`config.mk`:
```
export PLATFORM = sky130hd
export DESIGN_NAME = multicast_block_receive_tracker
export DESIGN_NICKNAME = d
export VERILOG_FILES = /design/src/rtl/mbrt_pkg.sv /design/src/rtl/multicast_block_receive_tracker.sv /design/src/rtl/mbrt_front.sv /design/src/rtl/mbrt_queue.sv /design/src/rtl/mbrt_back.sv
export SDC_FILE = /design/constraint.sdc
export NUM_CORES = 1
export LEC_CHECK = 0
export BUFFER_PORTS_ARGS = -buffer_cell sky130_fd_sc_hd__buf_2
export CORE_ASPECT_RATIO = 0.7
export CORE_MARGIN = 2
export CORE_UTILIZATION = 60
export CTS_CLUSTER_DIAMETER = 60
export CTS_CLUSTER_SIZE = 16
export DETAILED_ROUTE_END_ITERATION = 10
export PLACE_DENSITY = 0.8
export SLEW_MARGIN = 15
export SYNTH_ARGS = -nofsm -noshare
export SYNTH_HDL_FRONTEND = slang
export SYNTH_SLANG_ARGS = --single-unit
```
`constraint.sdc`:
```
create_clock -name clk -period 6.7 [get_ports clk]
set_input_delay 1.005 -clock clk [delete_from_list [all_inputs] [get_ports clk]]
set_output_delay 1.005 -clock clk [all_outputs]
set_load 0.02 [all_outputs]
```
`src/rtl/mbrt_pkg.sv`:
```
// Package for the multicast block receive tracker.
// Transaction types, event classes, register indexes and size constants.
// No dependencies.
package mbrt_pkg;

	localparam int BLOCK_BYTES = 1024;
	localparam int QDEPTH = 2;
	localparam int QPTR_W = $clog2(QDEPTH);
	localparam int QCNT_W = $clog2(QDEPTH + 1);
	localparam int CFG_IDX_W = 2;
	localparam int CFG_DATA_W = 16;

	localparam logic [10:0] SHORT_LEN = 11'(BLOCK_BYTES + 4);
	localparam logic [15:0] OP_DATA = 16'd3;
	localparam logic [15:0] OP_OACK = 16'd6;
	localparam logic [10:0] REPLY_MIN_LEN = 11'd2;

	typedef enum logic [1:0] {
		ACT_DATA    = 2'd0,
		ACT_REPLY   = 2'd1,
		ACT_TIMEOUT = 2'd2,
		ACT_UNUSED  = 2'd3
	} action_t;

	typedef enum logic [1:0] {
		ST_RUNNING  = 2'd0,
		ST_FINISHED = 2'd1,
		ST_TIMEOUT  = 2'd2,
		ST_BADREPLY = 2'd3
	} status_t;

	typedef enum logic [CFG_IDX_W-1:0] {
		CFG_TOTAL_BLOCKS = 2'd0,
		CFG_MAX_RETRIES  = 2'd1
	} cfg_reg_t;

	typedef enum logic [2:0] {
		KIND_NONE,
		KIND_DATA,
		KIND_REPLY_OK,
		KIND_REPLY_BAD,
		KIND_TIMEOUT
	} kind_t;

	typedef struct packed {
		logic [1:0]  action;
		logic [15:0] opcode;
		logic [15:0] block_number;
		logic [10:0] payload_length;
		logic        master_flag;
	} evt_t;

	typedef struct packed {
		logic [1:0]  status;
		logic        store_block;
		logic [25:0] store_offset;
		logic        send_request;
		logic [15:0] request_block;
		logic [15:0] loaded_count;
	} res_t;

	// classified event, front to back
	typedef struct packed {
		kind_t       kind;
		logic [15:0] blk;
		logic        blk_nz;
		logic        in_range;
		logic        short_pkt;
		logic [25:0] offset;
		logic        master_flag;
	} cmd_t;

endpackage

```
`src/rtl/multicast_block_receive_tracker.sv`:
```
// Top level of the multicast block receive tracker: configuration registers,
// front end, command queue and back end. Depends on mbrt_pkg, mbrt_front,
// mbrt_queue and mbrt_back.
//
//  channel  handshake          payload
//  evt      evt_valid/stall    evt (evt_t): action, opcode, block, length, flag
//  res      res_valid/stall    res (res_t): status, store, offset, request, count
//  cfg      cfg_valid/ready    cfg_index, cfg_data
//
// One event per cycle sustained while res_stall stays low; res_valid rises once an
// accepted event has passed the front register, the queue and the result register.
// The back end state update is combinational, so events never wait on each other.
// Reset clears all tracker state; total_blocks resets to 65535, max_retries to 3.
// A stall on res backs up into the two-entry queue before evt_stall rises.
// cfg_ready is always high.
module multicast_block_receive_tracker (
	input  logic                                clk,
	input  logic                                arst_n,
	input  logic                                evt_valid,
	output logic                                evt_stall,
	input  mbrt_pkg::evt_t                      evt,
	output logic                                res_valid,
	input  logic                                res_stall,
	output mbrt_pkg::res_t                      res,
	input  logic                                cfg_valid,
	output logic                                cfg_ready,
	input  logic [mbrt_pkg::CFG_IDX_W-1:0]      cfg_index,
	input  logic [mbrt_pkg::CFG_DATA_W-1:0]     cfg_data
);
	import mbrt_pkg::*;

	logic [15:0] total_blocks_q;
	logic [7:0]  max_retries_q;
	logic        q_full, q_push, q_empty, q_pop;
	cmd_t        q_wr_cmd, q_rd_cmd;

	assign cfg_ready = 1'b1;

	always_ff @(posedge clk or negedge arst_n) begin
		if (!arst_n) begin
			total_blocks_q <= 16'hffff;
			max_retries_q <= 8'd3;
		end else if (cfg_valid && cfg_ready) begin
			case (cfg_reg_t'(cfg_index))
				CFG_TOTAL_BLOCKS: total_blocks_q <= cfg_data[15:0];
				CFG_MAX_RETRIES: max_retries_q <= cfg_data[7:0];
				default: ;
			endcase
		end
	end

	mbrt_front u_front (
		.clk          (clk),
		.arst_n       (arst_n),
		.evt_valid    (evt_valid),
		.evt_stall    (evt_stall),
		.evt          (evt),
		.total_blocks (total_blocks_q),
		.q_full       (q_full),
		.q_push       (q_push),
		.q_cmd        (q_wr_cmd)
	);

	mbrt_queue u_queue (
		.clk    (clk),
		.arst_n (arst_n),
		.push   (q_push),
		.wr_cmd (q_wr_cmd),
		.full   (q_full),
		.pop    (q_pop),
		.empty  (q_empty),
		.rd_cmd (q_rd_cmd)
	);

	mbrt_back u_back (
		.clk         (clk),
		.arst_n      (arst_n),
		.q_empty     (q_empty),
		.q_pop       (q_pop),
		.cmd         (q_rd_cmd),
		.max_retries (max_retries_q),
		.res_valid   (res_valid),
		.res_stall   (res_stall),
		.res         (res)
	);

endmodule

```
`src/rtl/mbrt_front.sv`:
```
// Front end: accepts event transactions, classifies them and precomputes
// the store offset. Depends on mbrt_pkg; feeds mbrt_queue.
module mbrt_front (
	input  logic              clk,
	input  logic              arst_n,
	input  logic              evt_valid,
	output logic              evt_stall,
	input  mbrt_pkg::evt_t    evt,
	input  logic [15:0]       total_blocks,
	input  logic              q_full,
	output logic              q_push,
	output mbrt_pkg::cmd_t    q_cmd
);
	import mbrt_pkg::*;

	logic valid_s1;
	cmd_t cmd_s1;
	cmd_t cmd_d;
	logic take;

	always_comb begin
		cmd_d = '0;
		cmd_d.blk = evt.block_number;
		cmd_d.blk_nz = (evt.block_number != 16'd0);
		cmd_d.in_range = (evt.block_number <= total_blocks);
		cmd_d.short_pkt = (evt.payload_length < SHORT_LEN);
		cmd_d.offset = 26'(32'(evt.block_number - 16'd1) * BLOCK_BYTES);
		cmd_d.master_flag = evt.master_flag;
		unique case (action_t'(evt.action))
			ACT_DATA: begin
				cmd_d.kind = (evt.opcode == OP_DATA) ? KIND_DATA : KIND_NONE;
			end
			ACT_REPLY: begin
				if (evt.opcode != OP_OACK || evt.payload_length < REPLY_MIN_LEN)
					cmd_d.kind = KIND_REPLY_BAD;
				else
					cmd_d.kind = KIND_REPLY_OK;
			end
			ACT_TIMEOUT: cmd_d.kind = KIND_TIMEOUT;
			default: cmd_d.kind = KIND_NONE;
		endcase
	end

	assign evt_stall = valid_s1 & q_full;
	assign take = evt_valid & ~evt_stall;
	assign q_push = valid_s1 & ~q_full;
	assign q_cmd = cmd_s1;

	always_ff @(posedge clk or negedge arst_n) begin
		if (!arst_n) begin
			valid_s1 <= 1'b0;
		end else if (!evt_stall) begin
			valid_s1 <= evt_valid;
		end
	end

	always_ff @(posedge clk) begin
		if (take) begin
			cmd_s1 <= cmd_d;
		end
	end

endmodule

```
`src/rtl/mbrt_queue.sv`:
```
// Short command queue between front and back end.
// Depends on mbrt_pkg (cmd_t, QDEPTH).
module mbrt_queue (
	input  logic              clk,
	input  logic              arst_n,
	input  logic              push,
	input  mbrt_pkg::cmd_t    wr_cmd,
	output logic              full,
	input  logic              pop,
	output logic              empty,
	output mbrt_pkg::cmd_t    rd_cmd
);
	import mbrt_pkg::*;

	cmd_t              slot_q [QDEPTH];
	logic [QPTR_W-1:0] wr_ptr_q;
	logic [QPTR_W-1:0] rd_ptr_q;
	logic [QCNT_W-1:0] count_q;

	assign full = (count_q == QCNT_W'(QDEPTH));
	assign empty = (count_q == '0);
	assign rd_cmd = slot_q[rd_ptr_q];

	always_ff @(posedge clk or negedge arst_n) begin
		if (!arst_n) begin
			wr_ptr_q <= '0;
			rd_ptr_q <= '0;
			count_q <= '0;
		end else begin
			if (push)
				wr_ptr_q <= (wr_ptr_q == QPTR_W'(QDEPTH - 1)) ? '0 : wr_ptr_q + 1'b1;
			if (pop)
				rd_ptr_q <= (rd_ptr_q == QPTR_W'(QDEPTH - 1)) ? '0 : rd_ptr_q + 1'b1;
			if (push && !pop)
				count_q <= count_q + 1'b1;
			else if (pop && !push)
				count_q <= count_q - 1'b1;
		end
	end

	always_ff @(posedge clk) begin
		if (push) begin
			slot_q[wr_ptr_q] <= wr_cmd;
		end
	end

	a_no_overflow: assert property (@(posedge clk) disable iff (!arst_n)
		!(push && full && !pop)) else $error("queue push while full");
	a_no_underflow: assert property (@(posedge clk) disable iff (!arst_n)
		!(pop && empty)) else $error("queue pop while empty");

endmodule

```
`src/rtl/mbrt_back.sv`:
```
// Back end: applies classified events to the tracker state and registers
// one result transaction per event. Depends on mbrt_pkg; fed by mbrt_queue.
module mbrt_back (
	input  logic              clk,
	input  logic              arst_n,
	input  logic              q_empty,
	output logic              q_pop,
	input  mbrt_pkg::cmd_t    cmd,
	input  logic [7:0]        max_retries,
	output logic              res_valid,
	input  logic              res_stall,
	output mbrt_pkg::res_t    res
);
	import mbrt_pkg::*;

	logic [15:0] prefix_end_q;
	logic [15:0] run_start_q;
	logic [15:0] run_end_q;
	logic [15:0] last_block_q;
	logic        last_seen_q;
	logic        master_mode_q;
	logic [7:0]  retry_count_q;
	logic [15:0] accepted_count_q;
	status_t     status_q;
	logic        res_valid_q;
	res_t        res_q;

	logic [15:0] n_prefix, n_rs, n_re, n_last, n_acc;
	logic        n_seen, n_master, used;
	logic [7:0]  n_retry;
	status_t     n_status;
	res_t        n_res;

	assign q_pop = ~q_empty & (~res_valid_q | ~res_stall);
	assign res_valid = res_valid_q;
	assign res = res_q;

	always_comb begin
		n_prefix = prefix_end_q;
		n_rs = run_start_q;
		n_re = run_end_q;
		n_last = last_block_q;
		n_seen = last_seen_q;
		n_master = master_mode_q;
		n_retry = retry_count_q;
		n_acc = accepted_count_q;
		n_status = status_q;
		used = 1'b1;
		n_res = '0;
		if (status_q == ST_RUNNING) begin
			case (cmd.kind)
				KIND_DATA: begin
					if (cmd.short_pkt) begin
						n_last = cmd.blk;
						n_seen = 1'b1;
					end
					if (cmd.blk_nz) begin
						if ({1'b0, cmd.blk} == {1'b0, prefix_end_q} + 17'd1) begin
							n_prefix = cmd.blk;
							if ({1'b0, cmd.blk} + 17'd1 == {1'b0, run_start_q}) begin
								n_prefix = run_end_q;
								n_rs = '0;
								n_re = '0;
							end
						end else if ({1'b0, cmd.blk} == {1'b0, run_end_q} + 17'd1) begin
							n_re = cmd.blk;
						end else if (run_end_q == '0) begin
							n_rs = cmd.blk;
							n_re = cmd.blk;
						end else begin
							used = 1'b0;
						end
						if (used && cmd.in_range) begin
							n_acc = accepted_count_q + 16'd1;
							n_res.store_block = 1'b1;
							n_res.store_offset = cmd.offset;
						end
					end
					if (master_mode_q && n_seen && cmd.blk == n_last)
						n_status = ST_FINISHED;
				end
				KIND_REPLY_BAD: n_status = ST_BADREPLY;
				KIND_REPLY_OK: n_master = cmd.master_flag;
				KIND_TIMEOUT: begin
					if (retry_count_q < max_retries)
						n_retry = retry_count_q + 8'd1;
					else
						n_status = ST_TIMEOUT;
				end
				default: ;
			endcase
			if (n_status == ST_RUNNING && n_master) begin
				n_res.send_request = 1'b1;
				n_res.request_block = n_prefix;
			end
		end
		n_res.status = n_status;
		n_res.loaded_count = n_acc;
	end

	always_ff @(posedge clk or negedge arst_n) begin
		if (!arst_n) begin
			prefix_end_q <= '0;
			run_start_q <= '0;
			run_end_q <= '0;
			last_block_q <= '0;
			last_seen_q <= 1'b0;
			master_mode_q <= 1'b0;
			retry_count_q <= '0;
			accepted_count_q <= '0;
			status_q <= ST_RUNNING;
			res_valid_q <= 1'b0;
		end else begin
			if (q_pop) begin
				prefix_end_q <= n_prefix;
				run_start_q <= n_rs;
				run_end_q <= n_re;
				last_block_q <= n_last;
				last_seen_q <= n_seen;
				master_mode_q <= n_master;
				retry_count_q <= n_retry;
				accepted_count_q <= n_acc;
				status_q <= n_status;
				res_valid_q <= 1'b1;
			end else if (!res_stall) begin
				res_valid_q <= 1'b0;
			end
		end
	end

	always_ff @(posedge clk) begin
		if (q_pop) begin
			res_q <= n_res;
		end
	end

	a_status_sticky: assert property (@(posedge clk) disable iff (!arst_n)
		status_q != ST_RUNNING |=> status_q == $past(status_q))
		else $error("final status changed");
	a_store_live: assert property (@(posedge clk) disable iff (!arst_n)
		res_valid_q && res_q.store_block |->
		res_q.status == ST_RUNNING || res_q.status == ST_FINISHED)
		else $error("store reported after abort");
	a_req_running: assert property (@(posedge clk) disable iff (!arst_n)
		res_valid_q && res_q.send_request |-> res_q.status == ST_RUNNING && master_mode_q)
		else $error("request outside running master mode");

endmodule

```
# ---- Word level (Yosys, flattened, before mapping)
# Memories as Yosys holds them, arrays and structs flattened.
# Index checks and enable logic that the tools add are counted.
dict set report op_classes {
  reduce_logical 29
  addsub 10
  n_eq_ne 17
  mux 46
  n_lt_le_gt_ge 4
  n_bitwise 10
}
# operator count
set op_table {}
lappend op_table {{2-to-1 mux 16 bit} 17}
lappend op_table {{adder 16 x 1 -> 17 bit (second input constant)} 3}
lappend op_table {{equality test 16 x 17 -> 1 bit} 2}
lappend op_table {{2-to-1 mux 27 bit} 1}
lappend op_table {{2-to-1 mux 1 bit} 19}
lappend op_table {{equality test 17 x 16 -> 1 bit} 1}
lappend op_table {{2-to-1 mux 17 bit} 1}
lappend op_table {{adder 16 x 1 -> 16 bit (second input constant)} 1}
lappend op_table {{equality test 16 bit} 1}
lappend op_table {{equality test 16 x 2 -> 1 bit (second input constant)} 1}
lappend op_table {{less-or-equal comparator 16 bit} 1}
lappend op_table {{logical NOT 16 bit} 1}
lappend op_table {{inequality test 16 x 3 -> 1 bit (second input constant)} 1}
lappend op_table {{nonzero test 16 bit} 1}
lappend op_table {{subtractor 16 x 1 -> 16 bit (second input constant)} 1}
lappend op_table {{2-to-1 mux 2 bit} 6}
lappend op_table {{< comparator 11 bit (second input constant)} 1}
lappend op_table {{< comparator 11 x 2 -> 1 bit (second input constant)} 1}
lappend op_table {{logical NOT 2 bit} 5}
lappend op_table {{case mux 3 bit (3 select lines)} 1}
lappend op_table {{adder 8 x 1 -> 8 bit (second input constant)} 1}
lappend op_table {{< comparator 8 bit} 1}
lappend op_table {{AND reduction 2 bit} 4}
lappend op_table {{AND reduction 4 bit} 2}
lappend op_table {{22 further kinds} 42}
dict set report word_totals {
  n_memories 1
  out_inout_bits 65
  in_bits 69
  elab_cells 146
  ramBits 78
  regBits 223
}
# memory words width read_ports rd_ports_with_merged_regs write_ports line
set mem_list {}
lappend mem_list {u_queue.slot_q 2 39 1 0 1 mbrt_queue.sv:15} ;# cmd_t slot_q [QDEPTH];

# ---- Depth between registers and ports, before layout
# Gate-level depths: netlist (run 1).
dict set report logic_depth {
  word_depth 12
  mapped_depth 15
  ltp_nobuf 12
}

# ---- Cells and area by module
# A second synthesis (run 1) with hierarchy kept.
dict set report unflattened {
  cells_unflattened 1204
  hier_area_um2 16026.6
}
# mod area_per_inst_um2 seq_area_each_um2 n_inst cells_per_inst
set by_module_without_submodules {}
lappend by_module_without_submodules {mbrt_back 8996.1 4189.0 1 816}
lappend by_module_without_submodules {mbrt_queue 3976.3 3042.9 1 169}
lappend by_module_without_submodules {mbrt_front 2112.0 1196.1 1 166}
lappend by_module_without_submodules {multicast_block_receive_tracker 942.2 623.1 1 53}

# ---- Worst setup path before layout (run 1)
# OpenSTA, ideal clock, no wires.
dict set report synth_path {
  path_kind {input to register}
  startpoint {input port res_stall}
  endpoint {register u_back.retry_count_q[5]}
  path_slack_ps 3011
  cell_stages 8
  setup_time_ps 123
  path_buffers 0
  arrival_ps 3567
  t_required_ps 6577
  cell_sequence {nand2_1 > o21ai_1 > inv_1 > nand2_1 > nor3_1 > and4_1 > nand3_1 > xnor2_1}
}
dict set report synth_between {
  elab_chain_len 4
}
# item line
set synth_rtl {}
lappend synth_rtl {{start: declaration} multicast_block_receive_tracker.sv:23} ;# input logic res_stall,
lappend synth_rtl {{NOT 1 bit} mbrt_back.sv:34} ;# assign q_pop = ~q_empty & (~res_valid_q | ~res_stall);
lappend synth_rtl {{bitwise OR 1 bit} mbrt_back.sv:34}
lappend synth_rtl {{AND 1 bit} mbrt_back.sv:34}
lappend synth_rtl {{net q_pop} multicast_block_receive_tracker.sv:34} ;# logic q_full, q_push, q_empty, q_pop;
lappend synth_rtl {{AND reduction 4 bit (no line)} --}
lappend synth_rtl {{end signal: assignment} mbrt_back.sv:121} ;# retry_count_q <= n_retry;
lappend synth_rtl {{end: declaration} mbrt_back.sv:22} ;# logic [7:0] retry_count_q;
# The timed path passes the listed nets, and every way through them passes these cells.
# A chain may end at the register's enable or synchronous reset.

# ---- Worst setup path after layout (run 1)
dict set report layout_path {
  startpoint {register u_queue.rd_ptr_q}
  endpoint {register u_back.prefix_end_q[4]}
}
dict set report layout_between {
  elab_chain_len 7
  word_cells_on_any_way 9
  cone_classes {add/sub: 1; eq/ne: 3; mux: 4; memory: 1}
}
# item line
set layout_rtl {}
lappend layout_rtl {{start: declaration} mbrt_queue.sv:17} ;# logic [QPTR_W-1:0] rd_ptr_q;
lappend layout_rtl {{start signal: assignment} mbrt_queue.sv:33} ;# rd_ptr_q <= (rd_ptr_q == QPTR_W'(QDEPTH - 1)) ? '0 : rd_ptr_q + 1'b1;
lappend layout_rtl {{memory read (2 x 39 bit) *} --}
lappend layout_rtl {{adder 16 x 1 -> 17 bit} mbrt_back.sv:60} ;# if ({1'b0, cmd.blk} + 17'd1 == {1'b0, run_start_q}) begin
lappend layout_rtl {{equality test 17 x 16 -> 1 bit} mbrt_back.sv:60}
lappend layout_rtl {{2-to-1 mux 16 bit} mbrt_back.sv:60}
lappend layout_rtl {{2-to-1 mux 16 bit} mbrt_back.sv:58} ;# if ({1'b0, cmd.blk} == {1'b0, prefix_end_q} + 17'd1) begin
lappend layout_rtl {{2-to-1 mux 16 bit} mbrt_back.sv:57} ;# if (cmd.blk_nz) begin
lappend layout_rtl {{2-to-1 mux 16 bit *} mbrt_back.sv:51} ;# case (cmd.kind)
lappend layout_rtl {{end signal: assignment} mbrt_back.sv:115} ;# prefix_end_q <= n_prefix;
lappend layout_rtl {{end: declaration} mbrt_back.sv:16} ;# logic [15:0] prefix_end_q;
# Every way passes the cells marked *; elsewhere a longest branch is shown, timed or not.

==> flow_summary.yaml, run 1 <==
grt:
  grt_pass1_wl_um: 51300
  grt_pass1_vias: 9595
  grt_antenna_before_repair: 0
  grt_start_max_net_pins: 75
  overflow: 0
  grt_use_total: 0.255
clocking:
  hold_buffers: 0
  cts_tree: "done"
  numCtsBuffers: 22
  max-clock-path-buffers: 3
  clock_sinks: 291
  cts_root_buf: "clkbuf_16"
  cts-resized-gates: 0
  clk_pin_slew_ns: 0.07
  postCtsSetupRepairBufs: 0
  cts_max_level: 1
  clk_latency_ns: 0.52
final_layout:
  drive_gt1_frac: 0.178
  diodes: 0
  fillers: 1735
  area_delta_synth_final_pct: 10.5
  final_util: 0.678
  nNetsFinal: 1469
critical_path:
  arrival_ns: 5.46
  startpoint_type: "register"
  cp-end-kind: "register"
  crit_required_ns: 7.05
  path_common_cell: "buf_4"
  worstPathCellList: "buf_4, mux2i_1, buf_4, xor2_1, a41oi_1, or4_1, nor4_1, and4bb_2, nand3_1, nand2_1, o21ai_0"
  max_stage_delay_ns: 0.94
  cp_max_fo: 34
  r2r_cells: 11
  cp_slowest_cell: "dfrtp_2"
  crit_type: "register to register"
synthesis:
  synthArstFlopShare: 0.419
  synth_cell_types: 81
  synthFlopType: "edfxtp_1"
  ys.warnings.count: 0
  synth_area_leaders: "edfxtp_1 35%, dfrtp_1 18%, xnor2_1 4.2%"
  synth_area_um2: 14500
  yosys.area.top_type: "edfxtp_1"
  synth-seq-cells: 291
  synth_most_common_cell: "edfxtp_1"
  synth_area_per_cell_um2: 11.5
  synth_edf_count: 169
  syn_inst: 1266
  synth_top_area_frac: 0.349
  seq_area_frac_synth: 0.560
  synth_common_cells: "169 x edfxtp_1, 110 x nand2_1, 104 x dfrtp_1"
sta:
  layout_min_cycle_time_ns: 5.11
  timing.final.crit_share: 0.762
  slew_headroom: 0.186
  fin_skew_ns: 0.0129
  finalSetupTns_ns: 0
  final_hold_viol_count: 0
  rsz0062_at_grt: "no"
  holdWs_ns: 0.447
  tightest_slew_ns: 1.19
  fmax_mhz: 196
  setup_viol: 0
  drv_slew: 0
place:
  io_buffer_count: 121
  hpwl_um: 22600
  place_congestion: 0.914
status:
  status: "finished clean"
floorplanning:
  start_util: 0.614
  rows: 47
  die_w_um: 190
  dieArea_um2: 25500
  io_pins: 134
  core_area_um2: 23700
  die_h_um: 134
min_path:
  holdPathStages: 0
  holdCritPathClass: "register to register"
routing:
  via_count: 10200
  dr.first_iter.drc_count: 1087
  drtPass1Iterations: 6
  drtAntennaViolNets: 0
  wire_per_inst_um: 18.9
  wl_um: 32200
  routed_via_density: 5.99
  drc_errors: 0
power:
  leakage_uw: 0.00660
  ir_worst_vdd_mv: 0.228
  power.density_nw_per_um2: 365
job:
  maxCapViolCount: 0
-- cells in the final DEF (no fill, tap or decap), drive strengths merged, types with 10 or more instances in the layout --
| cell | n |
|---|---|
| buf | 142 |
| clkbuf | 38 |
| o21ai | 87 |
| xor2 | 50 |
| nand3 | 29 |
| inv | 43 |
| and3 | 12 |
| o2bb2ai | 33 |
| dfstp | 18 |
| a21oi | 30 |
| xnor2 | 69 |
| mux2i | 52 |
| nand2 | 110 |
| o22ai | 16 |
| ha | 31 |
| conb | 11 |
| edfxtp | 169 |
| dfrtp | 104 |
| nand4 | 23 |
| nor3 | 34 |
| nand2b | 13 |
| nor4 | 24 |
| nor2 | 93 |
| or2 | 10 |
| mux2 | 22 |
-- per-layer routing --
| layer | up-vias | global-route usage | part of all wire |
|---|---|---|---|
| li1 | 4799 | - | - |
| met1 | 4913 | 0.381 | 0.44 |
| met2 | 437 | 0.388 | 0.45 |
| met3 | 50 | 0.0513 | 0.090 |
| met4 | 0 | 0.0556 | 0.017 |
| met5 | - | 0 | 0 |
-- cell type report --
cell class / count / area [um2] / area share
Clock inverter: 2 / 16.3 / 0.00101
Timing Repair Buffer: 142 / 778 / 0.0484
Sequential cell: 291 / 8150 / 0.507
Tap cell: 318 / 398 / 0.0248
Inverter: 42 / 158 / 0.00981
Clock buffer: 38 / 632 / 0.0393
Multi-Input combinational cell: 870 / 5940 / 0.369
-- cell families after synthesis --
kind of cell | after synthesis | synth area share
AO/OA/AOI/OAI | 234 | 0.108
XOR/XNOR | 120 | 0.0732
adder cells (fa/ha/maj) | 31 | 0.0267
buffers and inverters | 114 | 0.0365
flip-flops | 291 | 0.560
multiplexers | 74 | 0.0553
other | 2 | 0.000516
AND/OR/NAND/NOR | 400 | 0.140
-- sequential cells by signal, summed over array words and instances, names as in the netlist --
name,flops
u_queue.slot_q,78
u_back.res,52
u_front.q_cmd,39
total_blocks_q,16
u_back.accepted_count_q,16
u_back.last_block_q,16
u_back.prefix_end_q,16
u_back.run_end_q,16
u_back.run_start_q,16
max_retries_q,8
u_back.retry_count_q,8
u_back.status_q,2
u_queue.count_q,2
u_back.last_seen_q,1
u_back.master_mode_q,1
u_back.res_valid,1
u_front.valid_s1,1
u_queue.rd_ptr_q,1
u_queue.wr_ptr_q,1
-- worst paths after layout --
| check | slack (ns) | start | end |
|---|---|---|---|
| min in group asynchronous | 0.63 | arst_n | u_back.prefix_end_q[14] |
| max | 1.59 | u_queue.rd_ptr_q | u_back.prefix_end_q[4] |
| min reg2reg | 0.45 | u_front.q_cmd[20] | u_queue.slot_q[1][10] |
| max reg2reg | 1.59 | u_queue.rd_ptr_q | u_back.prefix_end_q[4] |
| max in group asynchronous | 4.85 | arst_n | max_retries_q[2] |
| min | 0.45 | u_front.q_cmd[20] | u_queue.slot_q[1][10] |
-- where the power goes --
group	switching [uW]	internal, uW	total, uW
Sequential	258	2410	2670
Clock	604	645	1250
Combinational	1220	730	1950
-- metrics by stage --
stage | cells | cell area, um2 | power (uW) | setup slack [ns]
after floorplan | 1275 | 14600 | 4000 | 3.01
after global placement | 1662 | 15400 | 4540 | 1.93
after detailed placement | 1662 | 15400 | 4600 | 1.70
after CTS | 1702 | 16000 | 5860 | 1.63
after global routing | 1703 | 16100 | 6160 | 1.17
final | 1703 | 16100 | 5870 | 1.59
-- worst max-delay path: cells and delay by family, from the launching register on --
kind                      cells  cell delay [ns]
DFF                           1             0.94
AOI/OAI and AO/OA             2             0.19
muxes                         1             0.26
xor gates and xnor gates      1             0.20
and+or+nand+nor               5             2.47
buffers and inverters         2             0.83
Note: power is estimated with default switching activity, not from simulation.
==> inputs of run 2 (changes only) <==
Clock period 6.7 ns to 5 ns, I/O delays scaled along.
==> flow_summary.yaml, run 2 (same netlist as run 1, synthesis figures left out) <==
status:
  status: "finished clean"
sta:
  layout_min_cycle_time_ns: 4.33
  fin_skew_ns: 0.0174
  fmax_mhz: 231
  setup_viol: 0
  timing.final.crit_share: 0.866
  slew_headroom: 0.286
  drv_slew: 0
  finalSetupTns_ns: 0
  final_hold_viol_count: 0
  rsz0062_at_grt: "no"
  tightest_slew_ns: 1.05
critical_path:
  cp-end-kind: "register"
  crit_type: "register to register"
  cp_max_fo: 28
  crit_start: "u_queue.rd_ptr_q"
  r2r_cells: 10
  cp-endpoint: "u_back.res[55]"
  r2r_start: "u_queue.rd_ptr_q"
  crit_required_ns: 5.26
  startpoint_type: "register"
  arrival_ns: 4.59
  timing.rr.end: "u_back.res[55]"
  rrSetupSlack_ns: 0.67
floorplanning:
  die_h_um: 134
  core_area_um2: 23700
  dieArea_um2: 25500
  rows: 47
  die_w_um: 190
  start_util: 0.614
  io_pins: 134
final_layout:
  area_delta_synth_final_pct: 11.1
  diodes: 0
  ff_latch_area_um2: 8150
  final_common_cell: "edfxtp_1"
  multi_input_area_um2: 5930
  regMostFlops: "u_queue.slot_q"
  fillers: 1719
  final_cell_mix: "169 x edfxtp_1, 120 x buf_2, 110 x nand2_1"
  nNetsFinal: 1480
  drive_gt1_frac: 0.184
  fin_area_um2: 16200
  largest_reg_flops: 78
  final_util: 0.681
clocking:
  postCtsSetupRepairBufs: 0
  clk_pin_slew_ns: 0.07
  cts_tree: "done"
  clock_sinks: 291
  max-clock-path-buffers: 3
  numCtsBuffers: 22
  hold_buffers: 0
  clk_latency_ns: 0.52
  cts-resized-gates: 0
  cts_max_level: 1
  cts_root_buf: "clkbuf_16"
place:
  place_area_um2: 15500
  io_buffer_count: 121
  place_congestion: 0.902
  hpwl_um: 22600
grt:
  grt_start_max_net_pins: 63
  grt_use_total: 0.251
  grt_pass1_vias: 9587
  grt_antenna_before_repair: 0
  grt_pass1_wl_um: 50800
  overflow: 0
routing:
  wl_um: 32000
  drtAntennaViolNets: 0
  dr.first_iter.drc_count: 897
  wire_per_inst_um: 18.7
  routed_via_density: 5.98
  drtPass1Iterations: 5
  drc_errors: 0
  via_count: 10300
power:
  ir_worst_vdd_mv: 0.330
  p_total_uw: 7870
  power.density_nw_per_um2: 487
  leakage_uw: 0.00665
min_path:
  holdCritPathClass: "input pin to asynchronous set/reset pin"
job:
  maxCapViolCount: 0
## run 2: changes by cell type in the layout (fill, tap and decap cells not counted), sizes merged
cell / delta
buf: +11
clkinv: +1
inv: -1
## run 2: how the worst min path moves through the flow
| stage | startpoint | endpoint | slack, ns | cells past startpoint |
|---|---|---|---|---|
| 6_report | arst_n | u_back.prefix_end_q[14] | 0.35 | 1 |
| 5_1_grt | evt[0] | u_front.q_cmd[0] | 0.41 | 1 |
| 4_1_cts | arst_n | u_back.prefix_end_q[13] | 0.37 | 1 |
| 3_5_place_dp | u_front.q_cmd[11] | u_queue.slot_q[1][1] | 0.43 | 0 |
| 3_3_place_gp | u_front.q_cmd[16] | u_queue.slot_q[0][6] | 0.42 | 0 |
| 2_1_floorplan | u_front.q_cmd[0] | u_queue.slot_q[0][0] | 0.42 | 0 |
## run 2: metal layers
layer  vias to the layer above  wire (um)  track usage
li1                       4819          -            -
met1                      4964      14400        0.373
met2                       420      14100        0.379
met3                        55       2790       0.0552
met4                         0        728       0.0629
met5                         -          0            0
## run 2: report_power, final
part	internal (uW)	switching [uW]	total, uW	leakage (uW)
logic	1000	1660	2660	0.00322
registers	3230	329	3550	0.00312
clock network	863	791	1650	0.000309
total	5090	2780	7870	0.00665
## run 2: area by class of cell
type	count	area share
clock inverters	2	0.00108
repair buffers	153	0.0533
flip-flops and latches	291	0.505
multi-input cells	870	0.367
inverters	42	0.00976
clock buffers	38	0.0391
well taps	318	0.0246
## run 2: through the flow
step	std cells	hold WS, ns	worst slack, ns
after detailed placement	1673	0.430	0.760
final	1714	0.352	0.668
after CTS	1713	0.375	0.725
after global placement	1673	0.424	0.849
after floorplan	1275	0.421	1.57
after global routing	1714	0.410	0.384
## run 2: worst max-delay path: stages (launching register included)
cell and delay (ns):
dfrtp_2 0.82, buf_4 0.30, mux2i_2 0.89, mux2_2 0.31
o22ai_1 0.06, a21oi_1 0.22, nor3_1 0.08, and3b_1 0.26
o21bai_4 0.63, buf_4 0.36, nor2_1 0.08
==> inputs of run 3 (changes only) <==
--- a/config.mk
+++ b/config.mk
@@ -17,3 +17,4 @@
 export SYNTH_ARGS = -nofsm -noshare
 export SYNTH_HDL_FRONTEND = slang
+export SYNTH_HIERARCHICAL = 1
 export SYNTH_SLANG_ARGS = --single-unit
==> constraint.sdc (replaced) <==
create_clock -name clk -period 5.5 [get_ports clk]
set_input_delay 1.375 -clock clk [delete_from_list [all_inputs] [get_ports clk]]
set_output_delay 1.375 -clock clk [all_outputs]
set_load 0.02 [all_outputs]
==> flow_summary.yaml, run 3 <==
routing:
  routed_via_density: 6.02
  dr.first_iter.drc_count: 824
  wire_per_inst_um: 20.1
  via_count: 10100
  wl_um: 33800
  drc_errors: 0
  drtPass1Iterations: 5
  drtAntennaViolNets: 0
sta:
  fin_skew_ns: 0.0177
  rsz0062_at_grt: "no"
  drv_slew: 0
  layout_min_cycle_time_ns: 4.16
  slew_headroom: 0.202
  fmax_mhz: 241
  timing.final.crit_share: 0.755
  setup_viol: 0
  final_hold_viol_count: 0
  tightest_slew_ns: 1.19
  finalSetupTns_ns: 0
floorplanning:
  io_pins: 134
  dieArea_um2: 28100
  rows: 50
  core_area_um2: 26500
  die_h_um: 141
  die_w_um: 199
  start_util: 0.604
min_path:
  holdCritPathClass: "register to register"
  holdPathStages: 0
  worstHoldStart: "u_front/q_cmd[25]"
  whs_endpoint: "u_queue/slot_q[1][25]"
power:
  power_frac_seq: 0.447
  leakage_uw: 0.00751
  power_frac_comb: 0.317
  ir_worst_vdd_mv: 0.273
  p_sw_frac: 0.333
  power.density_nw_per_um2: 425
  p_clk_frac: 0.236
  power.switching_uw: 2480
  p_int_uw: 4970
status:
  status: "finished clean"
final_layout:
  regMostFlops: "u_queue/slot_q"
  final_cell_mix: "199 x edfxtp_1, 130 x buf_2, 103 x dfrtp_1"
  largest_reg_flops: 98
  final_util: 0.661
  final_common_cell: "edfxtp_1"
  fin_area_um2: 17500
  nNetsFinal: 1404
  drive_gt1_frac: 0.240
  instances_no_fill: 1687
  area_delta_synth_final_pct: 9.40
job:
  maxCapViolCount: 0
synthesis:
  synth_most_common_cell: "edfxtp_1"
  synth_edf_count: 199
  synth-compound-area-share: 0.0759
  synth_xor_area_frac: 0.0699
  synthSimpleGateAreaFrac: 0.121
  ys.warnings.count: 6
  synthFlopType: "edfxtp_1"
  synth_area_leaders: "edfxtp_1 37%, dfrtp_1 16%, mux2_4 4.6%"
  synthArstFlopShare: 0.380
  synth_area_per_cell_um2: 13.3
  seq_area_frac_synth: 0.565
  synthMuxAreaShare: 0.0986
  syn_inst: 1204
  synth_top_area_frac: 0.373
  yosys.area.top_type: "edfxtp_1"
  synth_area_um2: 16000
  synth-seq-cells: 321
  synth_common_cells: "199 x edfxtp_1, 104 x dfrtp_1, 83 x xnor2_1"
  synth_cell_types: 88
  synth_fa_ha_area_frac: 0.0250
  synth_top_family_by_area: "simple AND/OR/NAND/NOR gates"
clocking:
  hold_buffers: 0
  clk_pin_slew_ns: 0.07
  postCtsSetupRepairBufs: 0
  clk_latency_ns: 0.55
  numCtsBuffers: 25
  clock_sinks: 321
  max-clock-path-buffers: 3
  cts_root_buf: "clkbuf_16"
  cts_max_level: 1
  cts-resized-gates: 0
  cts_tree: "done"
critical_path:
  crit_required_ns: 5.80
  r2r_start: "u_queue/rd_ptr_q"
  crit_start: "u_queue/rd_ptr_q"
  r2r_cells: 11
  startpoint_type: "register"
  cp_max_fo: 16
  timing.rr.end: "u_back/res[21]"
  cp-end-kind: "register"
  crit_type: "register to register"
  arrival_ns: 4.45
  rrSetupSlack_ns: 1.34
grt:
  grt_pass1_wl_um: 54000
  grt_antenna_before_repair: 2
  grt_pass1_vias: 10100
  grt_use_total: 0.246
  grt_start_max_net_pins: 61
  overflow: 0
place:
  io_buffer_count: 131
  place_area_um2: 16800
  hpwl_um: 22600
  dp.cells: 1640
  place_congestion: 0.875
-- run 3: final cells by class --
cell class | count | area (um2)
Timing Repair Buffer | 143 | 748
Fill cell | 1941 | 8990
Antenna cell | 1 | 2.50
Sequential cell | 321 | 9050
Clock inverter | 5 | 81.3
Multi-Input combinational cell | 763 | 6320
Inverter | 49 | 184
Clock buffer | 41 | 686
Tap cell | 364 | 455
-- run 3: critical path, cell delays in order (launching register included) --
cell	delay [ns]
dfrtp_2	0.69
buf_4	0.34
mux2_4	0.42
and4_1	0.32
and2_1	0.23
a31oi_1	0.24
o2111ai_1	0.25
a2111oi_4	0.36
buf_4	0.35
mux2i_1	0.41
nand3_1	0.13
o211a_1	0.15
-- run 3: metrics by stage --
| stage | power (uW) | worst slack [ns] | hold WS, ns |
|---|---|---|---|
| finish | 7450 | 1.34 | 0.441 |
| global route | 7800 | 1.19 | 0.455 |
| CTS | 7480 | 1.42 | 0.445 |
| detailed placement | 5720 | 1.45 | 0.430 |
| global placement | 5630 | 1.53 | 0.422 |
| floorplan | 5180 | 1.66 | 0.421 |
-- run 3: power by group through the flow --
stage	Combinational, uW	Sequential [uW]	Clock, uW
final	2360	3330	1760
after global routing	2540	3380	1880
after CTS	2350	3340	1790
after detailed placement	2330	3390	0
after global placement	2270	3360	0
after floorplan	1670	3510	0
-- run 3: worst max-delay path by stage --
| stage | slack [ns] | end | cells after the start |
|---|---|---|---|
| after global placement | 1.53 | u_back/res[21] | 11 |
| after CTS | 1.42 | u_back/res[21] | 11 |
| after detailed placement | 1.45 | u_back/res[21] | 11 |
| final | 1.34 | u_back/res[21] | 11 |
| after floorplan | 1.66 | u_back/accepted_count_q[11] | 8 |
| after global routing | 1.19 | u_back/res[22] | 11 |
-- run 3: cells by family after synthesis --
| logic type | after synthesis |
|---|---|
| other | 2 |
| AND/OR/NAND/NOR | 317 |
| multiplexers | 128 |
| adder cells (fa/ha/maj) | 32 |
| buffers and inverters | 129 |
| AO/OA/AOI/OAI | 148 |
| XOR/XNOR | 127 |
| flip-flops | 321 |
-- run 3: layer usage --
layer,wire (um),share of wire,GRT usage
met5,27,0.00080,0
met3,2680,0.079,0.0447
met1,14700,0.43,0.351
met2,15800,0.47,0.397
met4,657,0.019,0.0534
